### src/rtl/core/sidta_pkg.sv
// ----------------------------------------------------------------------------
// sidta_pkg
// Shared constants, queue entry type and conversion helpers for the signed
// integer to decimal ASCII converter.
// ----------------------------------------------------------------------------
package sidta_pkg;

    localparam int WORD_BITS     = 32;
    // decimal digits of 2^(WORD_BITS-1); log10(2) ~ 0.30103
    localparam int DIGITS        = ((WORD_BITS - 1) * 30103) / 100000 + 1;
    localparam int BCD_BITS      = DIGITS * 4;
    localparam int BITS_PER_STEP = 4;
    localparam int STEPS         = (WORD_BITS + BITS_PER_STEP - 1) / BITS_PER_STEP;
    localparam int MAG_BITS      = STEPS * BITS_PER_STEP;
    localparam int STEP_W        = (STEPS > 1) ? $clog2(STEPS) : 1;
    localparam int IDX_W         = $clog2(DIGITS);

    localparam logic [5:0] CHAR_ZERO  = 6'd48;
    localparam logic [5:0] CHAR_MINUS = 6'd45;

    typedef struct packed {
        logic                neg;
        logic [BCD_BITS-1:0] bcd;
        logic [IDX_W-1:0]    top;   // index of most significant digit to print
    } entry_t;

    // one double-dabble bit: add 3 to every digit of five or more, then shift in
    function automatic logic [BCD_BITS-1:0] dabble_step(
        input logic [BCD_BITS-1:0] bcd,
        input logic                bit_in
    );
        logic [BCD_BITS-1:0] adj;
        logic [3:0]          dig;
        int                  d;
        adj = bcd;
        for (d = 0; d < DIGITS; d++)
        begin
            dig = bcd[d*4 +: 4];
            if (dig >= 4'd5)
            begin
                adj[d*4 +: 4] = dig + 4'd3;
            end
        end
        return {adj[BCD_BITS-2:0], bit_in};
    endfunction

    // highest non-zero digit; zero itself prints one digit
    function automatic logic [IDX_W-1:0] top_index(input logic [BCD_BITS-1:0] bcd);
        logic [IDX_W-1:0] top;
        int               d;
        top = '0;
        for (d = 0; d < DIGITS; d++)
        begin
            if (bcd[d*4 +: 4] != 4'd0)
            begin
                top = IDX_W'(d);
            end
        end
        return top;
    endfunction

endpackage

### src/rtl/core/sidta_front.sv
// ----------------------------------------------------------------------------
// sidta_front
// Accepts an item, splits off the sign and converts the magnitude to BCD,
// four bits a cycle, then hands the result to the queue.
// ----------------------------------------------------------------------------
module sidta_front (
    input  logic                                   clk,
    input  logic                                   rst_n,
    input  logic signed [sidta_pkg::WORD_BITS-1:0] value,
    input  logic                                   value_valid,
    output logic                                   value_ready,
    output sidta_pkg::entry_t                      entry,
    output logic                                   entry_valid,
    input  logic                                   entry_ready
);
    import sidta_pkg::*;

    typedef enum logic [2:0] {
        ST_IDLE = 3'b001,
        ST_CONV = 3'b010,
        ST_PUSH = 3'b100
    } state_t;

    state_t              state_reg, state_next;
    logic [STEP_W-1:0]   step_reg, step_next;
    logic                neg_reg, neg_next;
    logic [MAG_BITS-1:0] mag_reg, mag_next;
    logic [BCD_BITS-1:0] bcd_reg, bcd_next;

    logic [WORD_BITS-1:0] raw;
    logic [WORD_BITS-1:0] mag_abs;
    logic [MAG_BITS-1:0]  mag_w;
    logic [BCD_BITS-1:0]  bcd_w;

    assign raw     = WORD_BITS'(value);
    // two's complement negate as unsigned: the most negative value stays exact
    assign mag_abs = raw[WORD_BITS-1] ? (~raw + 1'b1) : raw;

    always_comb
    begin
        mag_w = mag_reg;
        bcd_w = bcd_reg;
        for (int b = 0; b < BITS_PER_STEP; b++)
        begin
            bcd_w = dabble_step(bcd_w, mag_w[MAG_BITS-1]);
            mag_w = mag_w << 1;
        end
    end

    always_comb
    begin
        state_next = state_reg;
        step_next  = step_reg;
        neg_next   = neg_reg;
        mag_next   = mag_reg;
        bcd_next   = bcd_reg;
        unique case (state_reg)
            ST_IDLE:
            begin
                if (value_valid)
                begin
                    neg_next   = raw[WORD_BITS-1];
                    mag_next   = MAG_BITS'(mag_abs);
                    bcd_next   = '0;
                    step_next  = '0;
                    state_next = ST_CONV;
                end
            end
            ST_CONV:
            begin
                mag_next  = mag_w;
                bcd_next  = bcd_w;
                step_next = step_reg + 1'b1;
                if (step_reg == STEP_W'(STEPS - 1))
                begin
                    state_next = ST_PUSH;
                end
            end
            ST_PUSH:
            begin
                if (entry_ready)
                begin
                    state_next = ST_IDLE;
                end
            end
            default:
            begin
                state_next = ST_IDLE;
            end
        endcase
    end

    always_ff @(posedge clk or negedge rst_n)
    begin
        if (!rst_n)
        begin
            state_reg <= ST_IDLE;
            step_reg  <= '0;
        end
        else
        begin
            state_reg <= state_next;
            step_reg  <= step_next;
        end
    end

    always_ff @(posedge clk)
    begin
        neg_reg <= neg_next;
        mag_reg <= mag_next;
        bcd_reg <= bcd_next;
    end

    assign value_ready = (state_reg == ST_IDLE);
    assign entry_valid = (state_reg == ST_PUSH);
    assign entry.neg   = neg_reg;
    assign entry.bcd   = bcd_reg;
    assign entry.top   = top_index(bcd_reg);

endmodule

### src/rtl/core/sidta_queue.sv
// ----------------------------------------------------------------------------
// sidta_queue
// Two-entry queue between the converter and the character emitter.
// ----------------------------------------------------------------------------
module sidta_queue (
    input  logic              clk,
    input  logic              rst_n,
    input  sidta_pkg::entry_t push_entry,
    input  logic              push_valid,
    output logic              push_ready,
    output sidta_pkg::entry_t pop_entry,
    output logic              pop_valid,
    input  logic              pop_ready
);
    import sidta_pkg::*;

    entry_t     mem_reg [2];
    logic       wr_ptr_reg, wr_ptr_next;
    logic       rd_ptr_reg, rd_ptr_next;
    logic [1:0] count_reg, count_next;
    logic       push, pop;

    assign push_ready = (count_reg != 2'd2);
    assign pop_valid  = (count_reg != 2'd0);
    assign pop_entry  = mem_reg[rd_ptr_reg];
    assign push       = push_valid && push_ready;
    assign pop        = pop_valid && pop_ready;

    always_comb
    begin
        wr_ptr_next = wr_ptr_reg ^ push;
        rd_ptr_next = rd_ptr_reg ^ pop;
        count_next  = count_reg + {1'b0, push} - {1'b0, pop};
    end

    always_ff @(posedge clk or negedge rst_n)
    begin
        if (!rst_n)
        begin
            wr_ptr_reg <= 1'b0;
            rd_ptr_reg <= 1'b0;
            count_reg  <= 2'd0;
        end
        else
        begin
            wr_ptr_reg <= wr_ptr_next;
            rd_ptr_reg <= rd_ptr_next;
            count_reg  <= count_next;
        end
    end

    always_ff @(posedge clk)
    begin
        if (push)
        begin
            mem_reg[wr_ptr_reg] <= push_entry;
        end
    end

endmodule

### src/rtl/core/sidta_back.sv
// ----------------------------------------------------------------------------
// sidta_back
// Emits the sign and the digits of one queued number, one character a cycle
// while the receiver is ready, most significant first, and flags the final one.
// ----------------------------------------------------------------------------
module sidta_back (
    input  logic              clk,
    input  logic              rst_n,
    input  sidta_pkg::entry_t entry,
    input  logic              entry_valid,
    output logic              entry_ready,
    output logic [5:0]        character,
    output logic              last,
    output logic              text_valid,
    input  logic              text_ready
);
    import sidta_pkg::*;

    logic                busy_reg, busy_next;
    logic                neg_reg, neg_next;
    logic [BCD_BITS-1:0] bcd_reg, bcd_next;
    logic [IDX_W-1:0]    idx_reg, idx_next;

    logic       taken;
    logic       final_char;
    logic       load;
    logic [3:0] digit;

    assign digit      = bcd_reg[{idx_reg, 2'b00} +: 4];
    assign final_char = !neg_reg && (idx_reg == '0);
    assign taken      = busy_reg && text_ready;
    // refill in the same cycle the final character goes, so items run back to back
    assign load       = entry_valid && (!busy_reg || (taken && final_char));

    assign entry_ready = load;
    assign text_valid  = busy_reg;
    assign last        = final_char;
    assign character   = neg_reg ? CHAR_MINUS : (CHAR_ZERO + {2'b00, digit});

    always_comb
    begin
        busy_next = busy_reg;
        neg_next  = neg_reg;
        bcd_next  = bcd_reg;
        idx_next  = idx_reg;
        if (taken)
        begin
            priority if (neg_reg)
            begin
                neg_next = 1'b0;
            end
            else if (idx_reg != '0)
            begin
                idx_next = idx_reg - 1'b1;
            end
            else
            begin
                busy_next = 1'b0;
            end
        end
        if (load)
        begin
            busy_next = 1'b1;
            neg_next  = entry.neg;
            bcd_next  = entry.bcd;
            idx_next  = entry.top;
        end
    end

    always_ff @(posedge clk or negedge rst_n)
    begin
        if (!rst_n)
        begin
            busy_reg <= 1'b0;
            neg_reg  <= 1'b0;
            idx_reg  <= '0;
        end
        else
        begin
            busy_reg <= busy_next;
            neg_reg  <= neg_next;
            idx_reg  <= idx_next;
        end
    end

    always_ff @(posedge clk)
    begin
        bcd_reg <= bcd_next;
    end

endmodule

### src/rtl/core/signed_int_to_decimal_ascii.sv
// ----------------------------------------------------------------------------
// signed_int_to_decimal_ascii
// Signed integer to decimal ASCII text, one character per output item.
// ----------------------------------------------------------------------------
// Input channel: value with value_valid / value_ready. Output channel:
// character and last with text_valid / text_ready. Each number comes out as
// an optional '-' and then its digits, most significant first, without
// leading zeros; zero gives a single '0'. last marks the final character.
// The converter takes the item, runs a BCD shift-add over the magnitude
// four bits a cycle, and passes the result through a two-entry queue to
// the emitter. The converter takes no new item until it has handed the
// last one on; the emitter sends one character a cycle while the receiver
// is ready, 1 to 11 per number, and the slower of the two sets the pace.
// When the receiver stalls the character holds; the queue fills to two
// numbers, the converter finishes a third and holds it, and value_ready
// then stays low until the queue takes it.
// Reset clears all control state; nothing is kept between items.
// ----------------------------------------------------------------------------
module signed_int_to_decimal_ascii (
    input  logic                                   clk,
    input  logic                                   rst_n,
    input  logic signed [sidta_pkg::WORD_BITS-1:0] value,
    input  logic                                   value_valid,
    output logic                                   value_ready,
    output logic [5:0]                             character,
    output logic                                   last,
    output logic                                   text_valid,
    input  logic                                   text_ready
);
    import sidta_pkg::*;

    entry_t fe_entry, q_entry;
    logic   fe_valid, fe_ready;
    logic   q_valid, q_ready;

    sidta_front u_front (
        .clk         (clk),
        .rst_n       (rst_n),
        .value       (value),
        .value_valid (value_valid),
        .value_ready (value_ready),
        .entry       (fe_entry),
        .entry_valid (fe_valid),
        .entry_ready (fe_ready)
    );

    sidta_queue u_queue (
        .clk        (clk),
        .rst_n      (rst_n),
        .push_entry (fe_entry),
        .push_valid (fe_valid),
        .push_ready (fe_ready),
        .pop_entry  (q_entry),
        .pop_valid  (q_valid),
        .pop_ready  (q_ready)
    );

    sidta_back u_back (
        .clk         (clk),
        .rst_n       (rst_n),
        .entry       (q_entry),
        .entry_valid (q_valid),
        .entry_ready (q_ready),
        .character   (character),
        .last        (last),
        .text_valid  (text_valid),
        .text_ready  (text_ready)
    );

`ifndef SYNTHESIS
    // converter never offers a result while it is open for a new item
    a_front_exclusive: assert property (@(posedge clk) disable iff (!rst_n)
        !(value_ready && fe_valid))
        else $error("front ready while holding a result");

    // a number's text does not break off before its last character
    a_text_continues: assert property (@(posedge clk) disable iff (!rst_n)
        (text_valid && text_ready && !last) |=> text_valid)
        else $error("text ended without last");

    // the minus sign is followed by a digit
    a_sign_then_digit: assert property (@(posedge clk) disable iff (!rst_n)
        (text_valid && text_ready && character == CHAR_MINUS) |=>
        (character != CHAR_MINUS))
        else $error("minus sign not followed by a digit");

    // the sign never carries the last flag
    a_sign_not_last: assert property (@(posedge clk) disable iff (!rst_n)
        (text_valid && character == CHAR_MINUS) |-> !last)
        else $error("minus sign flagged last");
`endif

endmodule
### config.mk
export PLATFORM = sky130hd
export DESIGN_NAME = signed_int_to_decimal_ascii
export DESIGN_NICKNAME = d
export VERILOG_FILES = /design/src/rtl/core/sidta_pkg.sv /design/src/rtl/core/sidta_front.sv /design/src/rtl/core/sidta_queue.sv /design/src/rtl/core/sidta_back.sv /design/src/rtl/core/signed_int_to_decimal_ascii.sv
export SDC_FILE = /design/constraint.sdc
export NUM_CORES = 1
export LEC_CHECK = 0
export BUFFER_PORTS_ARGS = -buffer_cell sky130_fd_sc_hd__buf_4
export CAP_MARGIN = 20
export CORE_ASPECT_RATIO = 1.4
export CORE_UTILIZATION = 65
export CTS_CLUSTER_SIZE = 10
export DETAILED_ROUTE_END_ITERATION = 10
export PLACE_DENSITY = 0.83
export SLEW_MARGIN = 20
export SYNTH_ARGS = -nofsm -noshare
export SYNTH_HDL_FRONTEND = slang
export SYNTH_SLANG_ARGS = --single-unit
### constraint.sdc
create_clock -name clk -period 8.6 [get_ports clk]
set_input_delay 0.86 -clock clk [delete_from_list [all_inputs] [get_ports clk]]
set_output_delay 0.86 -clock clk [all_outputs]
set_load 0.1 [all_outputs]
After elaboration in Yosys (flattened, before gate mapping) --
Memory sizes are Yosys's and may differ from the RTL's. Index checks and enable logic that the tools add are counted. Widths: inputs -> output; s select.
Word-level totals: register bits 129, memory bits (writable) 90, output and inout bits 9, logic and storage cells 215, memories kept 1
Operators by class: $add $sub $neg 46, $lt $le $gt $ge 40, equal/unequal tests 10, shift-type cells 1, multiplexer cells 73, bitwise gates (word level) 3, reduce and logical (&&, ||, !) cells 29
Memory list:
- u_queue.mem_reg | words 2, bits a word 45, rd ports 1, clocked after Yosys merged registers in 0, wr ports 1, RTL line sidta_queue.sv:17 | entry_t mem_reg [2];
Operators by type and width (number):
- $mux 4 | 42
- $ge 4x3->1 const B | 40
- $add 4x2->4 const B | 36
- $pmux 40 s2 | 1
- $mux 32 | 2
- $pmux 32 s2 | 1
- $mux 40 | 1
- $reduce_bool 4->1 | 10
- $shiftx 40x7->4 | 1
- $mux 3 | 12
- $add 32x1->32 const B | 1
- $not 32->32 | 1
- $add 3x2->3 const B | 4
- $ne 2x2->1 const B | 5
- $mux 1 | 9
- $pmux 3 s3 | 1
- $reduce_and 3->1 | 3
- $reduce_bool 2->1 | 4
- $add 5x5->6 const A | 1
- $eq 3x3->1 const B | 2
- $logic_and 1x1->1 | 6
- $mux 6 | 1
- $pmux 3 s2 | 1
- $logic_not 4->1 | 1
- 12 further kinds | 16

Longest topological paths before layout --
word-level depth 10, gate-level depth with buffers 19, mapped depth without buffers 19

Modules after synthesis --
A second synthesis with hierarchy kept.
Unflattened totals: cell total of the unflattened synthesis 1343, area, all modules 13937.1 µm²
Modules (own cells, without submodules):
- sidta_front | instances 1, cells an instance 1066, area an instance 8491.9 µm², sequential area each 2343.5 µm²
- sidta_queue | instances 1, cells an instance 163, area an instance 3490.8 µm², sequential area each 2802.7 µm²
- sidta_back | instances 1, cells an instance 114, area an instance 1954.4 µm², sequential area each 1351.3 µm²

Worst setup path after synthesis --
OpenSTA, ideal clock, no wires.
kind reg-to-reg, start point register u_front.state_reg[0], end point register u_front.bcd_reg[0], enable pin, library setup time 0.426 ns, arrival time 4.702 ns, data required time 8.174 ns, slack 3.472 ns, cell stages (with the launch flop) 5, path buffers 0, cell sequence dfstp_2 -> nor3b_1 -> and2_1 -> nor2_1 -> inv_1
On the way: longest elaborated chain between the ends 3, elaborated cells on any way between the ends 5, classes of those cells eq/ne (3); reduce/logical (2)
Ends and longest elaborated chain:
- start: declaration | RTL line sidta_front.sv:24 | state_t state_reg, state_next;
- start signal: assignment | RTL line sidta_front.sv:102 | state_reg <= state_next;
- $eq 3x1->1 (*)
- via value_ready | RTL line signed_int_to_decimal_ascii.sv:24 | output logic value_ready,
- $ne 2x2->1 (no line) or $reduce_bool 2->1 (tied branches)
- $reduce_and 2->1 (no line) (*)
- end signal: assignment | RTL line sidta_front.sv:111 | bcd_reg <= bcd_next;
- end: declaration | RTL line sidta_front.sv:28 | logic [BCD_BITS-1:0] bcd_reg, bcd_next;
The timed path passes the listed nets; every way through them passes the cells marked *. A chain may end at the register's enable or synchronous reset.

Worst setup path after layout --
start point register u_front.bcd_reg[32], end point register u_front.bcd_reg[37], data pin
On the way: longest elaborated chain between the ends 9, elaborated cells on any way between the ends 19, classes of those cells add/sub (6); order compare (6); mux (7)
Ends and longest elaborated chain:
- $add 4x2->4 or $ge 4x3->1 (tied branches) | RTL line sidta_pkg.sv:41, sidta_pkg.sv:39
- $mux 4 (*) | RTL line sidta_pkg.sv:39 | if (dig >= 4'd5)
- $add 4x2->4, or another cell as far along | RTL line sidta_pkg.sv:41 | adj[d*4 +: 4] = dig + 4'd3;
- $mux 4 or $mux 3 (tied branches) | RTL line sidta_pkg.sv:39
- $add 4x2->4, or another cell as far along | RTL line sidta_pkg.sv:41
- $mux 4 or $mux 3 (tied branches) | RTL line sidta_pkg.sv:39
- $ge 4x3->1 or $add 3x2->3 (tied branches) | RTL line sidta_pkg.sv:39, sidta_pkg.sv:41
- $mux 3 (*) | RTL line sidta_pkg.sv:39
- $pmux 40 s2 (*) | RTL line sidta_front.sv:57 | unique case (state_reg)
Every way passes the cells marked *; elsewhere a longest branch is shown, timed or not.

==> summary.md <==
| Metric | Value |
|---|---|
| Root buffer cell | clkbuf_16 |
| Crit. End Element | flip-flop |
| Fin crit period | 3970 ps |
| Mapped Avg Cell Area | 11.0 um^2 |
| Top post-synthesis cells by area | edfxtp_1 46%, mux2_2 5.1%, ha_1 4.6% |
| Most frequent cell after synthesis | edfxtp_1 |
| Synth Register Bits | 219 |
| Largest register FFs | 90 |
| Setup TNS | 0 ps |
| Inst Count DP | 1464 |
| Clk sinks | 219 |
| Max Cap Viol | 0 |
| # setup viols final | 0 |
| Cell row count | 61 |
| Worst-path maximum fanout | 5 |
| CTS H-tree lvls | 1 |
| First-pass GRT wire length | 42.1 mm |
| Post-layout nets | 1324 |
| Cts hold-fix bufs | 0 |
| Share of layout cells above drive strength 1 | 17.2% |
| GRT Total Usage | 25.4% |
| Worst hold slack | 201 ps |
| Mapped Area | 0.0133 mm^2 |
| DRC | 0 |
| PortBufs | 43 |
| Maximum root-to-sink buffer count | 3 |
| Vias/cell | 6.29 |
| Sequential share of the synthesized area | 48.9% |
| Synth Flop Type | edfxtp_1 |
| Critical path class | flip-flop to flip-flop |
| Status | complete, no violations |
| Initial detailed-routing violation count | 513 |
| Mapped Nets | 1290 |
| Die area | 0.0210 mm^2 |
| Yosys top cell by area | edfxtp_1 |
| Post-CTS Resized | 0 |
| Starting Density | 66.8% |
| Fin. max-slew vios | 0 |
| CTS tree | built |
| Layout Cells excl Fill | 1510 |
| Hold Crit Class | input pin to asynchronous set/reset pin |
| Largest net degree at the start of global routing | 73 |
| Avg WL per Cell | 17.5 um |
| Worst-path clk slew | 50 ps |
| Final Hold Vio Count | 0 |
| Initial antenna violation count | 0 |
| Post-DRT Antenna Nets | 0 |
| Worst slew pin tran | 1110 ps |
| Critical Path AT | 4330 ps |
| Routed wire length | 26.4 mm |
| Warnings from Yosys | 0 |
| I/O pin cnt | 45 |
| Number of enable flip-flop cells after synthesis | 203 |
| Post-CTS setup buffer count | 0 |
| Die width | 123 um |
| Vias in the first global route | 9211 |
| Top cell type's share of synthesized area | 45.8% |
| Initial DRT Pass Iterations | 5 |
| Max Fclk | 252 MHz |
| Core area | 0.0199 mm^2 |
| Antenna Cells | 0 |
| Unique masters post-synth | 85 |
| Clock Latency Late Sink | 510 ps |
| Dpl ws | 4700 ps |
| Remaining Overflow, GRT | 0 |
| DP Wirelength | 18.0 mm |
| Num CTS Buffers | 25 |
| Crit path required time | 8970 ps |
| Startpoint Class | flip-flop |
| Tcrit/Tclk final | 46.1% |
| Die height | 171 um |
| Vias post-DR | 9502 |
| Clk_skew | 12.5 ps |
| Post-synth ARST share | 7.31% |
| GPL Wtd Cong | 0.819 |
| Worst setup margin | 4630 ps |
| Filler Cell Count | 1363 |
| Post-Synthesis Cells | 1205 |
| Rel. slew slack | 26.0% |
| Most frequent cells after synthesis | 203 x edfxtp_1, 97 x a21oi_1, 88 x nand2_1 |
| RSZ-0062 raised after global routing | no |
| Area Growth Syn to Fin | 9.45% |
[layout by cell type, fill, tap and decap left out, types with 14 or more instances in the layout]
master	n
a31oi_1	23
clkbuf_16	25
o21ai_1	18
clkbuf_1	20
a21oi_1	97
nor3b_1	21
inv_1	54
ha_1	47
nor2_1	61
nand3_1	21
o21ai_0	77
xor2_1	30
nand2_1	88
nand2b_1	18
mux2_2	60
edfxtp_1	203
nor3_1	14
a211oi_1	22
buf_4	48
xnor2_1	20
mux2i_1	29
dfrtp_1	14
[metrics by stage]
step	util, %	instance area, um^2
after global routing	73.1	14600
after global placement	69.4	13800
after floorplan	-	13300
final	73.1	14600
after CTS	73.0	14600
after detailed placement	69.5	13800
[routing by layer]
layer  vias to the layer above  track usage [%]  wire (um)
met5                         -                0          0
met4                         0             8.32        584
met3                        50             3.02        933
met2                       194             48.6      14400
met1                      4599             28.8      10500
li1                       4659                -          -
[cell type report]
cell class | instances | area, um^2 | share of cell area (%)
sequential | 219 | 6500 | 44.6
multi-input combinational | 884 | 6440 | 44.3
clock buffer | 45 | 701 | 4.81
timing repair buffer | 48 | 360 | 2.48
tap | 252 | 315 | 2.17
inverter | 61 | 229 | 1.57
clock inverter | 1 | 8.76 | 0.0602
[cell families (layout without fill, tap and decap cells)]
kind of cell | Yosys count | after routing | share of synthesized area (%)
multiplexers | 97 | 97 | 8.62
adder cells (fa/ha/maj) | 49 | 49 | 4.61
XOR/XNOR | 58 | 58 | 4.27
AND/OR/NAND/NOR | 299 | 299 | 11.6
AO/OA/AOI/OAI | 380 | 380 | 19.0
flip-flops | 219 | 219 | 48.9
other | 1 | 1 | 0.0282
buffers and inverters | 102 | 155 | 2.98
[worst paths after layout]
kind / from / endpoint / slack (ps) / depth (start not counted)
min: rst_n / u_back.neg_reg / 200 / 1
max reg2reg: u_front.bcd_reg[32] / u_front.bcd_reg[37] / 4630 / 19
min in group clk: u_front.bcd_reg[37] / u_queue.mem_reg[0][41] / 490 / 0
max: u_front.bcd_reg[32] / u_front.bcd_reg[37] / 4630 / 19
max in group asynchronous: rst_n / u_front.state_reg[0] / 8140 / 1
min reg2reg: u_front.bcd_reg[37] / u_queue.mem_reg[0][41] / 490 / 0
[worst max-delay path, cell delays in order, from the launching register on]
cell      delay (ps)
edfxtp_1         470
inv_1            130
ha_1             290
nand2b_2         130
nor3b_1          310
a21oi_1          140
inv_1            110
ha_1             170
o21ai_0          100
a31oi_1          360
inv_1             80
ha_1             220
nor2_1           110
o21bai_1          70
mux2i_1          210
ha_1             230
nand2b_1          70
o311a_1          130
or4_1            410
o21ai_1           80
Power is left out: the tool's default activity adds up to more than one toggle a clock period on the data nets, which glitch-free logic cannot reach.
